[src/ctcgd_pkg.sv]
// Shared types and constants of the CTC greedy decoder.
package ctcgd_pkg;

    // Fixed field widths of the stream items.
    localparam int SCORE_W   = 16;
    localparam int STEPS_W   = 9;
    localparam int CLASS_W   = 7;
    localparam int REG_W     = 8;
    localparam int CFG_IDX_W = 3;

    // Largest class count the class index field can carry.
    localparam int CLASS_LIMIT = 128;

    // Packed stream widths, rounded up to whole bytes.
    localparam int S_TDATA_W = 32;
    localparam int M_TDATA_W = 24;

    // Configuration register indexes.
    typedef enum logic [CFG_IDX_W-1:0] {
        CFG_NUM_CLASSES    = 3'd0,
        CFG_PADDING_INDEX  = 3'd1,
        CFG_IGNORE_INDEX_A = 3'd2,
        CFG_IGNORE_INDEX_B = 3'd3,
        CFG_IGNORE_INDEX_C = 3'd4
    } cfg_index_t;

    // Configuration register file contents.
    typedef struct packed {
        logic [REG_W-1:0] num_classes;
        logic [REG_W-1:0] padding_index;
        logic [REG_W-1:0] ignore_index_a;
        logic [REG_W-1:0] ignore_index_b;
        logic [REG_W-1:0] ignore_index_c;
    } cfg_t;

    // One input score item.
    typedef struct packed {
        logic [SCORE_W-1:0] score;
        logic               sequence_start;
        logic [STEPS_W-1:0] decode_steps;
    } item_t;

    // One decoded result item.
    typedef struct packed {
        logic [CLASS_W-1:0] class_index;
        logic [SCORE_W-1:0] class_score;
    } result_t;

endpackage

[src/ctc_greedy_decoder_top.sv]
// Top level of the CTC greedy decoder: stream registers and configuration.
//
// Channel  Direction  Signals                               Contents
// s_*      in         s_tvalid s_tready s_tdata s_tuser     one class score per transaction
// m_*      out        m_tvalid m_tready m_tdata             one decoded class per transaction
// cfg_*    in         cfg_valid cfg_ready cfg_index cfg_data register writes, always ready
//
// One score is taken per cycle while the result register does not stall; each passes an input
// register, the compare-and-update logic of the decode core and, when it ends a timestep with a
// new class, a result register.
// Reset clears the valid flags of both stream registers and the decoder state, and sets the registers to defaults.
// A stalled output register holds its result; the input register keeps
// accepting as long as the core can retire its item.
module ctc_greedy_decoder_top #(
    parameter int MAX_CLASSES = 128,
    parameter int MAX_STEPS   = 256
) (
    input  logic                                   clk,
    input  logic                                   rst_n,
    input  logic                                   s_tvalid,
    output logic                                   s_tready,
    // [15:0] score, [24:16] decode_steps, [31:25] zero
    input  logic [ctcgd_pkg::S_TDATA_W-1:0]        s_tdata,
    // [0] sequence_start
    input  logic                                   s_tuser,
    output logic                                   m_tvalid,
    input  logic                                   m_tready,
    // [6:0] class_index, [22:7] class_score, [23] zero
    output logic [ctcgd_pkg::M_TDATA_W-1:0]        m_tdata,
    input  logic                                   cfg_valid,
    output logic                                   cfg_ready,
    input  logic [ctcgd_pkg::CFG_IDX_W-1:0]        cfg_index,
    input  logic [ctcgd_pkg::REG_W-1:0]            cfg_data
);
    import ctcgd_pkg::*;

    cfg_t    cfg_reg;
    item_t   item_reg;
    logic    item_valid_reg;
    result_t result_reg;
    logic    result_valid_reg;

    result_t core_result;
    logic    core_emit;
    logic    fire;

    // The core retires its item when the result register is free or draining.
    assign fire      = item_valid_reg && (!result_valid_reg || m_tready);
    assign s_tready  = !item_valid_reg || fire;
    assign cfg_ready = 1'b1;

    // Configuration registers.
    always_ff @(posedge clk or negedge rst_n)
    begin
        if (!rst_n)
        begin
            cfg_reg.num_classes    <= REG_W'(37);
            cfg_reg.padding_index  <= REG_W'(CLASS_LIMIT);
            cfg_reg.ignore_index_a <= REG_W'(CLASS_LIMIT);
            cfg_reg.ignore_index_b <= REG_W'(CLASS_LIMIT);
            cfg_reg.ignore_index_c <= REG_W'(CLASS_LIMIT);
        end
        else if (cfg_valid && cfg_ready)
        begin
            case (cfg_index)
                CFG_NUM_CLASSES:    cfg_reg.num_classes    <= cfg_data;
                CFG_PADDING_INDEX:  cfg_reg.padding_index  <= cfg_data;
                CFG_IGNORE_INDEX_A: cfg_reg.ignore_index_a <= cfg_data;
                CFG_IGNORE_INDEX_B: cfg_reg.ignore_index_b <= cfg_data;
                CFG_IGNORE_INDEX_C: cfg_reg.ignore_index_c <= cfg_data;
                default: ;
            endcase
        end
    end

    // Input register.
    always_ff @(posedge clk or negedge rst_n)
    begin
        if (!rst_n)
            item_valid_reg <= 1'b0;
        else if (s_tready)
            item_valid_reg <= s_tvalid;
    end

    always_ff @(posedge clk)
    begin
        if (s_tvalid && s_tready)
        begin
            item_reg.score          <= s_tdata[SCORE_W-1:0];
            item_reg.decode_steps   <= s_tdata[SCORE_W+STEPS_W-1:SCORE_W];
            item_reg.sequence_start <= s_tuser;
        end
    end

    ctcgd_core #(
        .MAX_CLASSES (MAX_CLASSES),
        .MAX_STEPS   (MAX_STEPS)
    ) u_core (
        .clk    (clk),
        .rst_n  (rst_n),
        .cfg    (cfg_reg),
        .item   (item_reg),
        .fire   (fire),
        .emit   (core_emit),
        .result (core_result)
    );

    // Result register.
    always_ff @(posedge clk or negedge rst_n)
    begin
        if (!rst_n)
            result_valid_reg <= 1'b0;
        else if (fire)
            result_valid_reg <= core_emit;
        else if (m_tready)
            result_valid_reg <= 1'b0;
    end

    always_ff @(posedge clk)
    begin
        if (fire && core_emit)
            result_reg <= core_result;
    end

    assign m_tvalid = result_valid_reg;
    assign m_tdata  = {1'b0, result_reg.class_score, result_reg.class_index};

endmodule

[src/ctcgd_core.sv]
// Decode core: running maximum per timestep, repeat and ignore filtering.
module ctcgd_core #(
    parameter int MAX_CLASSES = 128,
    parameter int MAX_STEPS   = 256
) (
    input  logic             clk,
    input  logic             rst_n,
    input  ctcgd_pkg::cfg_t  cfg,
    input  ctcgd_pkg::item_t item,
    input  logic             fire,
    output logic             emit,
    output ctcgd_pkg::result_t result
);
    import ctcgd_pkg::*;

    // Effective class count and step limit bounds.
    localparam int NMAX     = (MAX_CLASSES < CLASS_LIMIT) ? MAX_CLASSES : CLASS_LIMIT;
    localparam int STEP_MAX = (1 << STEPS_W) - 1;
    localparam int STEP_CAP = (MAX_STEPS < STEP_MAX) ? MAX_STEPS : STEP_MAX;
    localparam int STEP_W   = $clog2(STEP_CAP + 1);

    logic [SCORE_W-1:0] best_score_reg, best_score_next;
    logic [CLASS_W-1:0] best_index_reg, best_index_next;
    logic [CLASS_W-1:0] class_count_reg, class_count_next;
    logic [REG_W-1:0]   previous_class_reg, previous_class_next;
    logic [STEP_W-1:0]  step_count_reg, step_count_next;
    logic [STEP_W-1:0]  steps_limit_reg, steps_limit_next;

    logic [REG_W-1:0]   n_eff;
    logic [CLASS_W-1:0] count_cur;
    logic [STEP_W-1:0]  step_cur;
    logic [REG_W-1:0]   prev_cur;
    logic [REG_W-1:0]   count_plus;
    logic               take;
    logic               last;
    logic               ignored;

    // Clamp the configured class count into its usable range.
    always_comb
    begin
        if (cfg.num_classes == '0)
            n_eff = REG_W'(1);
        else if (cfg.num_classes > REG_W'(NMAX))
            n_eff = REG_W'(NMAX);
        else
            n_eff = cfg.num_classes;
    end

    // Compare-and-update for one score, with end-of-timestep decision.
    always_comb
    begin
        best_score_next     = best_score_reg;
        best_index_next     = best_index_reg;
        class_count_next    = class_count_reg;
        previous_class_next = previous_class_reg;
        step_count_next     = step_count_reg;
        steps_limit_next    = steps_limit_reg;
        emit                = 1'b0;

        // A sequence start drops any partial timestep.
        if (item.sequence_start)
        begin
            if (item.decode_steps > STEPS_W'(STEP_CAP))
                steps_limit_next = STEP_W'(STEP_CAP);
            else
                steps_limit_next = STEP_W'(item.decode_steps);
            count_cur = '0;
            step_cur  = '0;
            prev_cur  = cfg.padding_index;
        end
        else
        begin
            count_cur = class_count_reg;
            step_cur  = step_count_reg;
            prev_cur  = previous_class_reg;
        end

        // A count at or past the current timestep length restarts the timestep.
        if ({1'b0, count_cur} >= n_eff)
            count_cur = '0;

        take = (count_cur == '0) || (item.score > best_score_reg);
        if (take)
        begin
            best_score_next = item.score;
            best_index_next = count_cur;
        end

        count_plus = {1'b0, count_cur} + REG_W'(1);
        last       = count_plus >= n_eff;
        ignored    = ({1'b0, best_index_next} == cfg.ignore_index_a) ||
                     ({1'b0, best_index_next} == cfg.ignore_index_b) ||
                     ({1'b0, best_index_next} == cfg.ignore_index_c);

        previous_class_next = prev_cur;
        step_count_next     = step_cur;
        if (last)
        begin
            if (step_cur < steps_limit_next)
            begin
                emit = ({1'b0, best_index_next} != prev_cur) && !ignored;
                previous_class_next = {1'b0, best_index_next};
                step_count_next     = step_cur + STEP_W'(1);
            end
            class_count_next = '0;
        end
        else
        begin
            class_count_next = count_plus[CLASS_W-1:0];
        end

        result.class_index = best_index_next;
        result.class_score = best_score_next;
    end

    // Decoder state, updated once per processed item.
    always_ff @(posedge clk or negedge rst_n)
    begin
        if (!rst_n)
        begin
            best_score_reg     <= '0;
            best_index_reg     <= '0;
            class_count_reg    <= '0;
            previous_class_reg <= REG_W'(CLASS_LIMIT);
            step_count_reg     <= '0;
            steps_limit_reg    <= '0;
        end
        else if (fire)
        begin
            best_score_reg     <= best_score_next;
            best_index_reg     <= best_index_next;
            class_count_reg    <= class_count_next;
            previous_class_reg <= previous_class_next;
            step_count_reg     <= step_count_next;
            steps_limit_reg    <= steps_limit_next;
        end
    end

endmodule
[config.mk]
export PLATFORM = sky130hd
export DESIGN_NAME = ctc_greedy_decoder_top
export DESIGN_NICKNAME = d
export VERILOG_FILES = /design/src/ctcgd_pkg.sv /design/src/ctc_greedy_decoder_top.sv /design/src/ctcgd_core.sv
export SDC_FILE = /design/constraint.sdc
export NUM_CORES = 1
export LEC_CHECK = 0
export BUFFER_PORTS_ARGS = -buffer_cell sky130_fd_sc_hd__buf_2
export CORE_UTILIZATION = 40
export CTS_CLUSTER_DIAMETER = 150
export DETAILED_ROUTE_END_ITERATION = 8
export PLACE_DENSITY = 0.6
export SLEW_MARGIN = 20
export SYNTH_ARGS = -nofsm -noshare
export SYNTH_HDL_FRONTEND = slang
export SYNTH_HIERARCHICAL = 1
export SYNTH_SLANG_ARGS = --single-unit
[constraint.sdc]
create_clock -name clk -period 7.99 [get_ports clk]
set_clock_uncertainty 0.1 [all_clocks]
set_input_delay 0.799 -clock clk [delete_from_list [all_inputs] [get_ports clk]]
set_output_delay 0.799 -clock clk [all_outputs]
set_load 0.1 [all_outputs]
==> PnR_summary.wiki <==
{| class="wikitable"
! Metric !! Value
|-
| Result of the run || completed
|-
| Die Footprint || 19530 sq um
|-
| Setup-violating endpoint count in the final report || 0
|-
| Hold slack final || 0.1947 ns
|-
| Number of cells after detailed placement || ~940
|-
| Clk slew on worst S/H paths || approximately 0.060 ns
|-
| CTS Sinks || approximately 150
|-
| Destination of the worst register-to-register timing path || m_tdata[4]$_DFFE_PP_
|-
| Maximum single-stage delay on the critical path || 0.53 ns
|-
| Total met2 wirelength after detailed routing || 8072 um
|-
| Reg-to-Reg Start || item_reg[9]$_DFFE_PP_
|-
| Number of failing hold endpoints at the final stage || 0
|-
| CTS tree || done
|-
| Arrival time at the worst endpoint || 6.17 ns
|-
| Overall global routing resource usage || 18.24%
|-
| Post-synth EDFFs || between 40 and 50
|-
| Yosys synthesis warning count || 6
|-
| Sum of net half-perimeters after detailed placement || 11730 um
|-
| Number of buffers created by CTS || 17
|-
| Wire length reported by the detailed router || 16560 um
|-
| Met3 Wirelength || 589 um
|-
| Clock Root Buffer || sky130_fd_sc_hd__clkbuf_16
|-
| DRC viols || 0
|-
| Tmin final || 6.166 ns
|-
| Hold-fix buffers at CTS || 0
|-
| Leading post-synthesis cells by cell area || sky130_fd_sc_hd__dfrtp_1 30%, sky130_fd_sc_hd__edfxtp_1 19%, sky130_fd_sc_hd__mux2_2 9.9%
|-
| Yosys top cell by area || sky130_fd_sc_hd__dfrtp_1
|-
| Post-route setup slack || between 1.5 and 2 ns
|-
| Via count of the first global-routing pass || 5457
|-
| Max-slew violation total from the final report || 0
|-
| First drt pass iteration count || 5
|-
| Class of the tightest hold or removal check || in -> async
|-
| Core Region || 18640 sq um
|-
| Fraction of layout cells with a size suffix above 1 || 26.87%
|-
| Type of the setup path with the least slack || reg -> reg
|-
| Clock network latency to the later pin of the worst-skew pair || between 0.4 and 0.5 ns
|-
| Number of distinct library cell variants in the gate-level netlist after synthesis || 64
|-
| Maximum clock path buffer count || 2
|-
| FF+latch count, synth || 147
|-
| Commonest register cell after synthesis || sky130_fd_sc_hd__dfrtp_1
|-
| Largest net degree at the start of global routing || 72
|-
| Width of the die || 139.7 um
|-
| Async set-or-reset flop fraction in the synthesized netlist || 66.67%
|-
| Row cnt || 50
|-
| Pre-CTS worst setup slack || 1.911 ns
|-
| F_max || ~160 MHz
|-
| Flip-flop count of the largest register, all copies and words added || 40
|-
| Sum of negative setup slack || 0 ns
|-
| Post_cts resized || 0
|-
| Synthesized netlist cell count || about 650
|-
| Worst r2r path cells || 21
|-
| Highest ir drop seen on vdd || about 0.00015 V
|-
| Unrepaired setup endpoints after global routing || false
|-
| I/O pin count || between 70 and 80
|-
| Count of port buffers added during placement || between 60 and 70
|-
| Fin crit share || between 70% and 80%
|-
| Tightest Pin Transition || 0.9472 ns
|-
| Reg2Reg Setup Slack || 1.82 ns
|-
| GRT overflow || 0
|-
| # Post-CTS Setup Buffers || 0
|-
| Count of nets after finishing || 815
|-
| Syn avg cell area || 11.60 sq um
|-
| Critical Path Sink Type || flop
|-
| Cell occurring most often along the worst timing path || sky130_fd_sc_hd__ha_1
|-
| Average via count per standard cell || 5.325
|-
| First-pass GRT wire length || about 28000 um
|-
| Buffer and inverter count on the worst path || 3
|-
| Portion of synthesized cell area occupied by the leading cell type || ~30%
|-
| Initial drt markers || 321
|-
| Non-filler cells in the finished layout || 971
|-
| Initial core utilization || 40.70%
|-
| DRT antenna net count || 0
|-
| Ant. Diodes || 0
|-
| Antenna violations before repair || 0
|-
| Relative slew margins || a little over a third
|-
| Placer's final routability congestion estimate || 0.8600
|-
| Crit start category || flop
|-
| Wire length per cell after detailed routing || 17.05 um
|-
| Die Height || 139.7 um
|-
| Final-layout fill cell count || 1700
|-
| Total via count in the routed design || 5171
|-
| Top cell family by delay on the critical path || simple AND/OR/NAND/NOR gates
|-
| Synthesized netlist net count || between 700 and 800
|-
| Pwr dens || 314.4 nW/um^2
|-
| Number of maximum-capacitance violations || 0
|-
| Top Metal Used || met4
|-
| Area of the mapped netlist || 7589 sq um
|-
| Sequential-to-total area share from yosys stat || about 52%
|-
| Critical path cell sequence || nor2b_1, ha_1, a21oi_1, o21ai_0, a31oi_1, nand2b_1, inv_1, ha_1, nand3_1, or3_1, xnor2_1, nor3_1, ha_1, or2_2, a21oi_1, nor3_4, inv_1, nor4_2, nand2_1, nor2b_2, buf_4
|-
| Standby leakage power || about 0.0038 uW
|-
| Level count of the clock H-tree || 4
|-
| Layout Area Growth over Synthesis || 15.94%
|-
| Highest-delay cell along the critical path || sky130_fd_sc_hd__edfxtp_1
|-
| Largest fanout of any net on the critical path || 17
|-
| Met1 routed wirelength after detailed routing || approximately 7700 um
|-
| Critical path data required time || 7.99 ns
|}
worst max path at each step:
stage | end | startpoint | cells after the start
finish | m_tdata[4]$_DFFE_PP_ | item_reg[9]$_DFFE_PP_ | 21
global route | m_tdata[4]$_DFFE_PP_ | cfg_reg[33]$_DFFE_PN0P_ | 23
CTS | m_tdata[4]$_DFFE_PP_ | cfg_reg[33]$_DFFE_PN0P_ | 23
detailed placement | m_tdata[9]$_DFFE_PP_ | cfg_reg[33]$_DFFE_PN0P_ | 23
global placement | m_tdata[10]$_DFFE_PP_ | item_reg[9]$_DFFE_PP_ | 16
floorplan | m_tdata[0]$_DFFE_PP_ | item_reg[9]$_DFFE_PP_ | 22
layer usage:
metal  GRT usage (%)  vias to the layer above
met5               0                        -
met4           6.420                        0
met3           3.613                       21
met2           30.84                      110
met1           23.22                     2565
li1                -                     2475
worst reg2reg max path, cell delays in order (launching register included):
cell,delay (ns)
sky130_fd_sc_hd__edfxtp_1,0.53
sky130_fd_sc_hd__nor2b_1,0.35
sky130_fd_sc_hd__ha_1,0.31
sky130_fd_sc_hd__a21oi_1,0.17
sky130_fd_sc_hd__o21ai_0,0.19
sky130_fd_sc_hd__a31oi_1,0.48
sky130_fd_sc_hd__nand2b_1,0.22
sky130_fd_sc_hd__inv_1,0.20
sky130_fd_sc_hd__ha_1,0.22
sky130_fd_sc_hd__nand3_1,0.13
sky130_fd_sc_hd__or3_1,0.36
sky130_fd_sc_hd__xnor2_1,0.13
sky130_fd_sc_hd__nor3_1,0.28
sky130_fd_sc_hd__ha_1,0.25
sky130_fd_sc_hd__or2_2,0.12
sky130_fd_sc_hd__a21oi_1,0.11
sky130_fd_sc_hd__nor3_4,0.36
sky130_fd_sc_hd__inv_1,0.24
sky130_fd_sc_hd__nor4_2,0.34
sky130_fd_sc_hd__nand2_1,0.12
sky130_fd_sc_hd__nor2b_2,0.32
sky130_fd_sc_hd__buf_4,0.34
report_power, final:
| part | leakage (uW) | internal [uW] | switching [uW] |
|---|---|---|---|
| sequential | 0.00167 | 965 | 109 |
| combinational | 0.00184 | 334 | 530 |
| clock | 0.000298 | 503 | 325 |
| total | 0.00381 | 1800 | 964 |
cell families (layout without fill, tap and decap cells):
family	Yosys count	in the layout	share of synthesized area [%]
AOI/OAI and AO/OA	110	110	9.481
xor gates and xnor gates	38	38	4.386
adders and majority gates	42	42	6.925
buffers and inverters	66	149	3.495
DFF	147	147	51.84
muxes	84	84	12.25
other	2	2	0.09897
and+or+nand+nor	165	165	11.53
stage by stage:
step	instance area, sq um	util [%]	total power (uW)
2_1_floorplan	7589	-	1728
3_3_place_gp	8170	43.83	1906
3_5_place_dp	8170	43.83	1942
4_1_cts	8783	47.11	2781
5_1_grt	8798	47.19	2929
6_report	8798	47.19	2766
synth_stat cells (3+ instances only):
cell type                  number
sky130_fd_sc_hd__a21o_1         9
sky130_fd_sc_hd__a21oi_1       32
sky130_fd_sc_hd__and2_1         6
sky130_fd_sc_hd__buf_1          4
sky130_fd_sc_hd__buf_2          5
sky130_fd_sc_hd__buf_4          3
sky130_fd_sc_hd__clkbuf_1      12
sky130_fd_sc_hd__dfrtp_1       90
sky130_fd_sc_hd__dfstp_2        8
sky130_fd_sc_hd__edfxtp_1      49
sky130_fd_sc_hd__ha_1          42
sky130_fd_sc_hd__inv_1         42
sky130_fd_sc_hd__mux2_2        67
sky130_fd_sc_hd__mux2i_1       16
sky130_fd_sc_hd__nand2_1       55
sky130_fd_sc_hd__nand2b_1       9
sky130_fd_sc_hd__nand3_1       11
sky130_fd_sc_hd__nand4_1       10
sky130_fd_sc_hd__nor2_1        25
sky130_fd_sc_hd__nor2b_1       19
sky130_fd_sc_hd__nor3_1         9
sky130_fd_sc_hd__nor4_1         5
sky130_fd_sc_hd__o21a_1         4
sky130_fd_sc_hd__o21ai_0       25
sky130_fd_sc_hd__o22ai_1       16
sky130_fd_sc_hd__xnor2_1       21
sky130_fd_sc_hd__xor2_1        17
placed cells by master, fill, tap and decap left out, types with 25 or more instances in the layout:
master,n
sky130_fd_sc_hd__o21ai_0,25
sky130_fd_sc_hd__ha_1,42
sky130_fd_sc_hd__mux2_2,67
sky130_fd_sc_hd__nand2_1,55
sky130_fd_sc_hd__inv_1,42
sky130_fd_sc_hd__nor2_1,25
sky130_fd_sc_hd__a21oi_1,32
sky130_fd_sc_hd__buf_2,65
sky130_fd_sc_hd__dfrtp_1,90
sky130_fd_sc_hd__edfxtp_1,49
cell type report:
cell class | count | area [sq um] | share of cell area [%]
Tap cell | 234 | 292.8 | 3.328
Clock inverter | 14 | 173.9 | 1.977
Clock buffer | 18 | 439.2 | 4.991
Inverter | 42 | 157.7 | 1.792
Multi-Input combinational cell | 441 | 3393 | 38.57
Timing Repair Buffer | 75 | 407.9 | 4.636
Sequential cell | 147 | 3934 | 44.71
No activity file was read; power rests on OpenSTA's default activity.
